<file path="src/design/stq_pkg.sv">
// Package for the sorted timer queue: field widths, the queue entry type
// and the command word that the controller broadcasts to every cell.
// No dependencies.
package stq_pkg;

    localparam int ID_W  = 4;
    localparam int EXP_W = 32;
    localparam int PER_W = 31;

    // One queue position: slot id, expiry tick and repeat period.
    typedef struct packed {
        logic             vld;
        logic [ID_W-1:0]  id;
        logic [EXP_W-1:0] exp;
        logic [PER_W-1:0] per;
    } t_entry;

    // Operation that all cells carry out in the same cycle.
    typedef enum logic [2:0] {
        CELL_HOLD      = 3'd0,
        CELL_CLEAR     = 3'd1,
        CELL_SCAN_RM   = 3'd2,
        CELL_SCAN_INS  = 3'd3,
        CELL_SHIFT_RM  = 3'd4,
        CELL_SHIFT_INS = 3'd5
    } t_cell_op;

    typedef struct packed {
        t_cell_op         op;
        logic [ID_W-1:0]  key;
        logic [EXP_W-1:0] new_exp;
        logic [PER_W-1:0] new_per;
    } t_cell_cmd;

endpackage

</file>
<file path="src/design/stq_cell.sv">
// One position of the sorted timer queue, with its scan flag.
// Depends on stq_pkg; instantiated in a row by sorted_timer_queue_top.
module stq_cell (
    input  logic              i_clk,
    input  logic              i_rst_n,
    input  stq_pkg::t_cell_cmd i_cmd,
    input  stq_pkg::t_entry   i_left,
    input  logic              i_left_flag,
    input  stq_pkg::t_entry   i_right,
    output stq_pkg::t_entry   o_entry,
    output logic              o_flag
);
    import stq_pkg::*;

    logic             r_vld, n_vld;
    logic [ID_W-1:0]  r_id, n_id;
    logic [EXP_W-1:0] r_exp, n_exp;
    logic [PER_W-1:0] r_per, n_per;
    logic             r_flag, n_flag;

    logic [EXP_W-1:0] w_diff;
    logic             w_hit_rm;
    logic             w_hit_ins;
    t_entry           w_next;

    // A removal hits the entry of the named slot. An insert lands at the
    // first entry that is empty or expires strictly later than the new one.
    assign w_diff    = r_exp - i_cmd.new_exp;
    assign w_hit_rm  = r_vld && (r_id == i_cmd.key);
    assign w_hit_ins = !r_vld || ((w_diff != '0) && !w_diff[EXP_W-1]);

    // The flag spreads one position per cycle, so after a full sweep it
    // marks every position at or behind the first hit.
    always_comb begin
        w_next = '{vld: r_vld, id: r_id, exp: r_exp, per: r_per};
        n_flag = r_flag;
        case (i_cmd.op)
            CELL_HOLD: begin
                n_flag = r_flag;
            end
            CELL_CLEAR: begin
                n_flag = 1'b0;
            end
            CELL_SCAN_RM: begin
                n_flag = i_left_flag | w_hit_rm;
            end
            CELL_SCAN_INS: begin
                n_flag = i_left_flag | w_hit_ins;
            end
            CELL_SHIFT_RM: begin
                n_flag = 1'b0;
                if (r_flag) begin
                    w_next = i_right;
                end
            end
            CELL_SHIFT_INS: begin
                n_flag = 1'b0;
                if (r_flag && i_left_flag) begin
                    w_next = i_left;
                end else if (r_flag) begin
                    w_next = '{vld: 1'b1, id: i_cmd.key, exp: i_cmd.new_exp,
                               per: i_cmd.new_per};
                end
            end
            default: begin
                n_flag = r_flag;
            end
        endcase
        n_vld = w_next.vld;
        n_id  = w_next.id;
        n_exp = w_next.exp;
        n_per = w_next.per;
    end

    // Control bits: occupancy and scan flag.
    always_ff @(posedge i_clk) begin
        if (!i_rst_n) begin
            r_vld  <= 1'b0;
            r_flag <= 1'b0;
        end else begin
            r_vld  <= n_vld;
            r_flag <= n_flag;
        end
    end

    // Entry payload.
    always_ff @(posedge i_clk) begin
        r_id  <= n_id;
        r_exp <= n_exp;
        r_per <= n_per;
    end

    assign o_entry = '{vld: r_vld, id: r_id, exp: r_exp, per: r_per};
    assign o_flag  = r_flag;

endmodule
</file>
<file path="config.mk">
export PLATFORM = sky130hd
export DESIGN_NAME = stq_cell
export DESIGN_NICKNAME = d
export VERILOG_FILES = /design/src/design/stq_pkg.sv /design/src/design/stq_cell.sv
export SDC_FILE = /design/constraint.sdc
export NUM_CORES = 1
export LEC_CHECK = 0
export BUFFER_PORTS_ARGS = -buffer_cell sky130_fd_sc_hd__buf_4
export CAP_MARGIN = 20
export CORE_AREA = 4 4 150 152
export DETAILED_ROUTE_END_ITERATION = 7
export DIE_AREA = 0 0 154 156
export GPL_TIMING_DRIVEN = 1
export HOLD_SLACK_MARGIN = 0.05
export MAX_ROUTING_LAYER = met4
export RECOVER_POWER = 100
export SYNTH_ARGS = -nofsm -noshare
export SYNTH_HDL_FRONTEND = slang
export SYNTH_SLANG_ARGS = --single-unit
</file>
<file path="constraint.sdc">
create_clock -name i_clk -period 2.9 [get_ports i_clk]
set_clock_uncertainty 0.15 [all_clocks]
set_input_delay 0.29 -clock i_clk [delete_from_list [all_inputs] [get_ports i_clk]]
set_output_delay 0.29 -clock i_clk [all_outputs]
set_load 0.01 [all_outputs]
</file>
# Word level (Yosys, flattened, before mapping)

Cells that the tools add are included.

Flip-flop bits (word level): 69
Output and inout bits: 69

Add/sub/neg operators: 1
Equality and inequality tests: 8
Muxes and demuxes: 5
Bitwise operators: 2
Reduce and logical (&&, ||, !) cells: 11

Operator list:

| operator                                                               | count |
|---|---|
| 68-bit 2-to-1 mux                                                      | 3 |
| 68-bit case mux with 2 select lines                                    | 1 |
| 32-bit nonzero test                                                    | 1 |
| 32-bit subtractor                                                      | 1 |
| 3-bit by 2-bit equality test with 1-bit output (second input constant) | 2 |
| 3-bit equality test (second input constant)                            | 2 |
| 4-bit equality test                                                    | 1 |
| 3-bit by 1-bit equality test with 1-bit output (second input constant) | 1 |
| 1-bit logical AND                                                      | 3 |
| 3-bit inequality test (second input constant)                          | 1 |
| 1-bit case mux with 3 select lines                                     | 1 |
| 3-bit AND reduction                                                    | 1 |
| 3-bit nonzero test                                                     | 1 |
| 3-bit OR reduction                                                     | 1 |
| 1-bit zero test                                                        | 2 |
| 2-bit inequality test (second input constant)                          | 1 |
| 1-bit OR                                                               | 2 |
| 2-bit nonzero test                                                     | 1 |
| 1-bit logical OR                                                       | 1 |

# Logic depth before layout (Yosys ltp)

Gate-level depths: netlist of the first run.

Depth after elaboration: 6
Mapped depth: 12

# Worst setup path before layout of the first run

Ideal clock, no wire load.

Path kind: register to register
From: reg r_exp[0]
To: reg r_flag (netlist: o_flag)
Setup time: 0.121 ns
Arrival: 2.697 ns
Data required time: 2.629 ns
Setup slack: -0.068 ns
Stages on the path, launching flop included: 13
Buffers on the path: 0
Clock period less this slack: 2.968 ns
Cell sequence: edfxtp_1 inv_1 ha_1 fa_1 nand2b_1 a21oi_1 o21ai_0 a2111oi_2 nand4_1 nor4_1 nand4_1 nor4_1 nor2_1

Word-level cells in the longest chain between the ends: 6
Elaborated cells on any way between the ends: 7
Classes of those cells: 1 x add/sub; 1 x mux; 1 x bitwise; 4 x reduce/logical

Ends and longest elaborated chain:

| element                                                       | line           | RTL |
|---|---|---|
| from (decl)                                                   | stq_cell.sv:17 | `logic [EXP_W-1:0] r_exp, n_exp;` |
| from (signal assigned)                                        | stq_cell.sv:89 | `r_exp <= n_exp;` |
| 32-bit subtractor (*)                                         | stq_cell.sv:28 | `assign w_diff = r_exp - i_cmd.new_exp;` |
| 32-bit nonzero test / 1-bit zero test (equally long branches) | stq_cell.sv:30 | `assign w_hit_ins = !r_vld \|\| ((w_diff != '0) && !w_diff[EXP_W-1]);` |
| 1-bit logical AND (*)                                         | stq_cell.sv:30 |  |
| 1-bit logical OR (*)                                          | stq_cell.sv:30 |  |
| 1-bit OR (*)                                                  | stq_cell.sv:48 | `n_flag = i_left_flag \| w_hit_ins;` |
| 1-bit case mux with 3 select lines (*)                        | stq_cell.sv:37 | `case (i_cmd.op)` |
| to (signal assigned)                                          | stq_cell.sv:82 | `r_flag <= n_flag;` |
| to (decl)                                                     | stq_cell.sv:19 | `logic r_flag, n_flag;` |

Mark *: on every way between the ends. The rest lies on a longest branch, timed or not.
A chain may end at the register's enable or synchronous reset.

# Final worst setup path of the first run

From: reg r_exp[12]
To: reg r_flag (netlist: o_flag)

The elaborated chain is that of the path after synthesis.

==> impl_results.md, run 1 <==
- Status: completed
- Seq/Total Area, Yosys: 0.351
- FF-to-FF Start: r_exp[12]
- DR vias/cell: 4.87
- Via count: 6455
- Commonest non-fill, non-tap cell in the layout: buf_4
- Root Driver: clkbuf_16
- Maximum level of the CTS H-tree: 3
- Int Pwr: 2.44 mW
- Antenna-violating nets left: 0
- Layout cells sized above 1: 0.372
- CP Class: flip-flop to flip-flop
- IO Count: 278
- Clock power frac: 0.394
- Sink Count: 69
- Largest delay share family, worst path: compound AO/OA/AOI/OAI gates
- Nets: 1287
- Async set or reset register ratio after synthesis: 0
- Synth cell types: 74
- HPWL Detailed: 18.2 mm
- Pwr/cell area: 355 nW/µm²
- Worst setup EP type: flip-flop
- Num CTS Buffers: 9
- CP cell instances: ha_2 > a21oi_1 > o211ai_1 > buf_4 > nand2_1 > a22oi_1 > buf_4 > a31oi_1 > o211ai_1 > o2111ai_1 > nor4_2 > nor2_1
- Slew Viols, Final: 0
- GR Overflow Total: 0
- Worst slew margin: 0.580
- Peak supply drop: 0.264 mV
- Critical path launch point: r_exp[12]
- CP max stage delay: 410 ps
- CP max-delay cell: ha_2
- Minimum clock period: 2900 ps
- FF+latch count, synth: 69
- CP Launch Type: flip-flop
- Comb power frac: 0.265
- Core area: 21000 µm²
- Mapped Area: 5840 µm²
- Hold Path Class: input pin to flip-flop
- Chip width: 154 µm
- Hold_sp: i_right[34]
- Switching Fraction: 0.264
- Worst EP arrival: 2980 ps
- Mux cell area share after synthesis: 0.120
- Post-Synth Simple-Gate Area: 0.165
- Layout fillers: 2081
- Leakage: 4.55 nW
- Mapped Cells: 679
- Synth Warn #: 0
- Die ar.: 24000 µm²
- Die Y: 156 µm
- Post-synthesis adder-cell area fraction: 0.0698
- Most frequent cells in the layout: 327 x buf_4, 108 x nand2_1, 86 x o21ai_0
- Req. time, crit path: 2980 ps
- Core Rows: 53
- ANT cells: 0
- Drt drc: 0
- RePlAce Congestion: 0.910
- Net switching power: 874 µW
- Placed Cells: 1307
- Vias in the first global route: 6396
- Routed len/inst: 16.3 µm
- Post-CTS Setup Inserts: 0
- DRT Wirelength: 21.6 mm
- Post-synth top flop: edfxtp_1
- Post-synthesis compound-gate area fraction: 0.224
- Largest family of logic cells by synthesized area: compound AO/OA/AOI/OAI gates
- Initial drt markers: 314
- Worst-path fanout max: 6
- Fin crit share: 1.00
- Unrepaired setup endpoints after global routing: yes
- Max Clock Freq: 0.345 GHz
- Starting Density: 0.278
- Max-Cap Viols: 0
- Largest net degree at the start of global routing: 85
- Sequential power share: 0.341
- Setup TNS: 0 ps
- Clock Path Buffers: 2
- Slew @ Worst Pin: 622 ps
- 1st-pass router iterations: 5
- CP Buf/Inv Count: 2
- First-pass GRT wire length: 33.1 mm
- Latest clock arrival within the worst-skew pair: 340 ps
- Number of flops mapped to enable cells by yosys: 67
- Endpoints failing setup: 0
- IO buf count: 277
- Total Routing Usage GR: 0.177
- Xor/xnor cell area share of the yosys netlist: 0.0135
- CTS clock-pin slew for the worst setup and hold paths: 60 ps
- Initial antenna violation count: 0
- TritonCTS clock tree: built
- Syn_area_per_cell: 8.60 µm²
- Area Growth Syn to Fin: 59.6%
- Fin cells: 1326
- Final hold viol count: 0
- Syn Nets: 920
==> cell type report <==
| cell class | count | area (µm²) | area share |
|---|---|---|---|
| Clock inverter | 7 | 123 | 0.0132 |
| Multi-Input combinational cell | 526 | 3600 | 0.386 |
| Clock buffer | 9 | 225 | 0.0242 |
| Inverter | 48 | 183 | 0.0196 |
| Sequential cell | 69 | 2050 | 0.220 |
| Timing Repair Buffer | 392 | 2800 | 0.300 |
| Tap cell | 275 | 344 | 0.0369 |
==> worst paths after layout <==
| check | end | slack, ps | cells after the start |
|---|---|---|---|
| max reg2reg | o_flag | 0.7 | 12 |
| min reg2reg | r_vld | 510 | 4 |
| min | r_exp[3] | 60 | 3 |
| max | o_flag | 0.7 | 12 |
==> logic make-up after synthesis <==
family | count (synthesis)
compound gates | 208
xor+xnor | 9
fa+ha+maj | 32
buf+inv | 84
flops | 69
mux | 70
simple gates | 207
==> synthesized netlist by cell type (all sizes together) (2+ instances only) <==
master / count / area (µm²)
a2111oi: 2 / 42.5
a211oi: 2 / 20.0
a21o: 9 / 68.8
a21oi: 41 / 205
a221oi: 3 / 26.3
a311oi: 2 / 17.5
a31o: 2 / 17.5
a31oi: 10 / 62.6
a41o: 2 / 20.0
and2: 2 / 12.5
and3: 7 / 45.1
and3b: 2 / 17.5
and4: 2 / 17.5
buf: 9 / 48.8
clkbuf: 27 / 101
dfxtp: 2 / 40.0
edfxtp: 67 / 2010
ha: 31 / 388
inv: 48 / 183
mux2i: 70 / 701
nand2: 110 / 413
nand2b: 4 / 25.0
nand3: 16 / 80.1
nand4: 8 / 50.1
nor2: 23 / 86.3
nor2b: 3 / 18.8
nor3: 11 / 55.1
nor3b: 3 / 22.5
nor4: 3 / 18.8
o2111ai: 4 / 35.0
o211ai: 10 / 75.1
o21a: 7 / 52.6
o21ai: 88 / 440
o21bai: 2 / 15.0
o221ai: 2 / 17.5
o22ai: 2 / 12.5
o31ai: 4 / 30.0
or2: 2 / 12.5
or3: 3 / 18.8
or3b: 2 / 17.5
or4: 3 / 26.3
xnor2: 3 / 26.3
xor2: 6 / 52.6
==> power by group through the flow <==
stage	sequential, mW	clock (mW)	combinational (mW)
after floorplan	1.16	0	0.392
after global placement	1.15	0	0.861
after detailed placement	1.15	0	0.863
after CTS	1.13	1.34	0.883
after global routing	1.13	1.38	0.965
final	1.13	1.31	0.878
==> metal layers <==
| metal | vias up | share of wire | GRT usage |
|---|---|---|---|
| li1 | 3264 | - | - |
| met1 | 2998 | 0.40 | 0.206 |
| met2 | 168 | 0.53 | 0.309 |
| met3 | 25 | 0.049 | 0.0308 |
| met4 | 0 | 0.020 | 0.0614 |
| met5 | - | 0 | - |
==> state kept, by name, indices dropped and copies added, names as in the netlist <==
name    count
r_vld       1
r_id        4
r_exp      32
o_flag      1
r_per      31
==> worst min-delay path: cells and delay by family <==
family                 cells  cell delay [ps]
buffers and inverters      1               70
and+or+nand+nor            1               30
AOI/OAI and AO/OA          1               50
==> through the flow <==
stage / area, µm² / power, mW / setup slack, ps / hold slack [ps] / utilization
finish: 9320 / 3.31 / 0.738 / 63.8 / 0.443
global route: 9320 / 3.47 / -240 / 62.9 / 0.443
CTS: 9480 / 3.36 / -6.53 / 50.0 / 0.451
detailed placement: 9010 / 2.01 / -221 / 371 / 0.429
global placement: 9010 / 2.01 / -217 / 365 / 0.429
floorplan: 5850 / 1.55 / 50.2 / 268 / -
==> repair_timing <==
item                                   4_1_cts  5_1_grt
hold buffers                                 3        0
pin swaps                                    5        3
gates resized for setup                     15        7
setup endpoints to repair                    1        1
endpoints found under the hold margin        3        0
gates cloned                                 0        0
No activity file was read; power rests on OpenSTA's default activity.
==> run 2, diff against run 1 <==
--- a/constraint.sdc
+++ b/constraint.sdc
@@ -3,3 +3,3 @@
 set_input_delay 0.29 -clock i_clk [delete_from_list [all_inputs] [get_ports i_clk]]
 set_output_delay 0.29 -clock i_clk [all_outputs]
-set_load 0.01 [all_outputs]
+set_load 0.1 [all_outputs]
==> run 2 against run 1 <==
  * The flow now finishes with violations (setup timing)
  * Cell area down 5.7%
  * Critical endpoint unchanged
  * Setup slack worse by 16 ps
  * Flip-flop and latch count did not move
==> impl_results.md, run 2 (synthesized netlist as in run 1, its figures left out) <==
- Most frequent cells in the layout: 269 x buf_4, 109 x nand2_1, 84 x o21ai_0
- First-pass GRT wire length: 32.8 mm (-0.90%)
- Unrepaired setup endpoints after global routing: yes
- Setup TNS: -15.6 ps (-15.6 ps)
- Regs by FF count: r_exp (32), r_per (31), r_id (4)
- CP max-delay cell: edfxtp_1
- Maximum level of the CTS H-tree: 3 (unchanged)
- Largest net degree at the start of global routing: 98 (+15%)
- DRT Wirelength: 21.1 mm (-2.2%)
- CP max stage delay: 400 ps (about the same)
- TritonCTS clock tree: built
- Via count: 6256 (-3.1%)
- Worst setup EP type: flip-flop
- Hold Path Stages: 3 (unchanged)
- RePlAce Congestion: 0.951 (+4.5%)
- Sink Count: 69 (unchanged)
- Slew @ Worst Pin: 1460 ps (+842 ps)
- IO Count: 278 (unchanged)
- Layout cells sized above 1: 0.325 (-0.0474)
- Failing checks: setup timing
- Worst slew margin: 0.0206 (-0.559)
- Nets: 1237 (-3.9%)
- 1st-pass router iterations: 5 (unchanged)
- Worst Setup Slack, final: -15.6 ps (-16.4 ps)
- Worst-path fanout max: 5 (-1)
- IO buf count: 277 (unchanged)
- Hold_sp: i_right[18]
- Slew Viols, Final: 0 (unchanged)
- Area Growth Syn to Fin: 50.5%
- Hold Path Class: input pin to flip-flop
- DR vias/cell: 4.90 (+0.71%)
- Latest clock arrival within the worst-skew pair: 340 ps (about the same)
- Peak supply drop: 0.216 mV (-18%)
- Core area: 21000 µm² (unchanged)
- CP Class: flip-flop to flip-flop
- Reg2Reg Setup Slack: -20 ps (-20 ps)
- Initial drt markers: 387 (+23%)
- Root Driver: clkbuf_16
- Worst EP arrival: 2990 ps (about the same)
- Chip width: 154 µm (unchanged)
- Routed len/inst: 16.5 µm (+1.6%)
- CTS clock-pin slew for the worst setup and hold paths: 60 ps (about the same)
- Starting Density: 0.278 (unchanged)
- Initial antenna violation count: 0 (unchanged)
- ANT cells: 0 (unchanged)
- Total Routing Usage GR: 0.175 (-0.00216)
- GR Overflow Total: 0 (unchanged)
- HPWL Detailed: 17.5 mm (-3.8%)
- Commonest non-fill, non-tap cell in the layout: buf_4
- Final hold viol count: 0 (unchanged)
- Core Rows: 53 (unchanged)
- Leakage: 4.22 nW (-7.1%)
- Clock Path Buffers: 2 (unchanged)
- Vias in the first global route: 6245 (-2.4%)
- Minimum clock period: 2920 ps (+16.4 ps)
- Drt drc: 0 (unchanged)
- Max-Cap Viols: 0 (unchanged)
- Fin crit share: 1.01 (+0.00564)
- Max Clock Freq: 0.343 GHz (-0.56%)
- Num CTS Buffers: 9 (unchanged)
- Endpoints failing setup: 1 (+1)
- R2R Path End: o_flag
- Total power: 3.28 mW (-1.0%)
- R2R depth: 11 (-1)
- Die Y: 156 µm (unchanged)
- FF-to-FF Start: r_exp[14]
- Antenna-violating nets left: 0 (unchanged)
- Status: finished, violations left
- CP cell instances: ha_2 > nand2_1 > o211ai_1 > nand2_1 > a22oi_1 > buf_4 > a31oi_1 > o211ai_1 > o2111ai_1 > nor4_2 > nor2_1
- Die ar.: 24000 µm² (unchanged)
- Largest Register: r_exp
- Pwr/cell area: 373 nW/µm² (+4.9%)
- Max reg flops: 32 (unchanged)
- Hold Path End: r_per[18]
- Req. time, crit path: 2980 ps (about the same)
- Layout fillers: 2162 (+3.9%)
- CP Launch Type: flip-flop
-- run 2: changes by cell type in the layout (fill, tap and decap cells not counted), moves of 3 or more --
cell      previous run  this run
clkbuf_1            51        69
buf_4              327       269
buf_12               3         0
clkbuf_4             8         2
-- run 2: power breakdown --
group	switching, mW	leakage (nW)	internal, mW
clock	0.463	0.156	0.758
combinational	0.493	3.44	0.435
sequential	0.00779	0.623	1.12
total	0.964	4.22	2.31
-- run 2: critical path, delay by kind of cell, from the launching register on --
family,cells,cell delay (ps)
AO/OA/AOI/OAI,5,1110
AND/OR/NAND/NOR,4,590
flip-flops,1,400
buffers and inverters,1,160
adder cells (fa/ha/maj),1,380
-- run 2: final cells by class --
class                           count  area [µm²]  area share
Sequential cell                    69        2050       0.233
Clock buffer                        9         225      0.0256
Clock inverter                      7        98.8      0.0112
Inverter                           48         183      0.0208
Tap cell                          275         344      0.0391
Timing Repair Buffer              342        2310       0.263
Multi-Input combinational cell    526        3580       0.407
-- run 2: layer usage --
metal  routed length [µm]  up-vias  GRT usage  part of all wire
met5                    0        -          -                 0
met4                  575        0     0.0656             0.027
met3                 1040       33     0.0280             0.049
met2                10800      189      0.294              0.51
met1                 8740     2879      0.212              0.41
li1                     -     3155          -                 -
-- run 2: worst max path at each step --
stage | from | to | cells past startpoint
5_1_grt | r_exp[14] | o_flag | 11
6_report | r_exp[14] | o_flag | 11
3_3_place_gp | i_cmd[51] | o_flag | 13
4_1_cts | r_exp[0] | o_flag | 11
3_5_place_dp | i_cmd[51] | o_flag | 13
2_1_floorplan | r_exp[0] | o_flag | 11
-- run 2: per-stage QoR --
| step | setup slack [ps] | area, µm² | utilization | hold slack (ps) | std cells |
|---|---|---|---|---|---|
| 4_1_cts | 3.17 | 9010 | 0.429 | 53.3 | 1275 |
| 5_1_grt | -171 | 8790 | 0.418 | 57.6 | 1276 |
| 2_1_floorplan | -454 | 5880 | - | 268 | 679 |
| 3_5_place_dp | -64.4 | 8660 | 0.412 | 374 | 1258 |
| 6_report | -15.6 | 8790 | 0.418 | 67.3 | 1276 |
| 3_3_place_gp | -32.5 | 8660 | 0.412 | 361 | 1258 |
-- run 2: what timing repair did --
item	in CTS	in global routing
hold buffers	1	0
endpoints found under the setup margin	1	1
resized for setup	4	15
pin swaps	0	6
hold endpoints to repair	1	0
buffers inserted	0	1
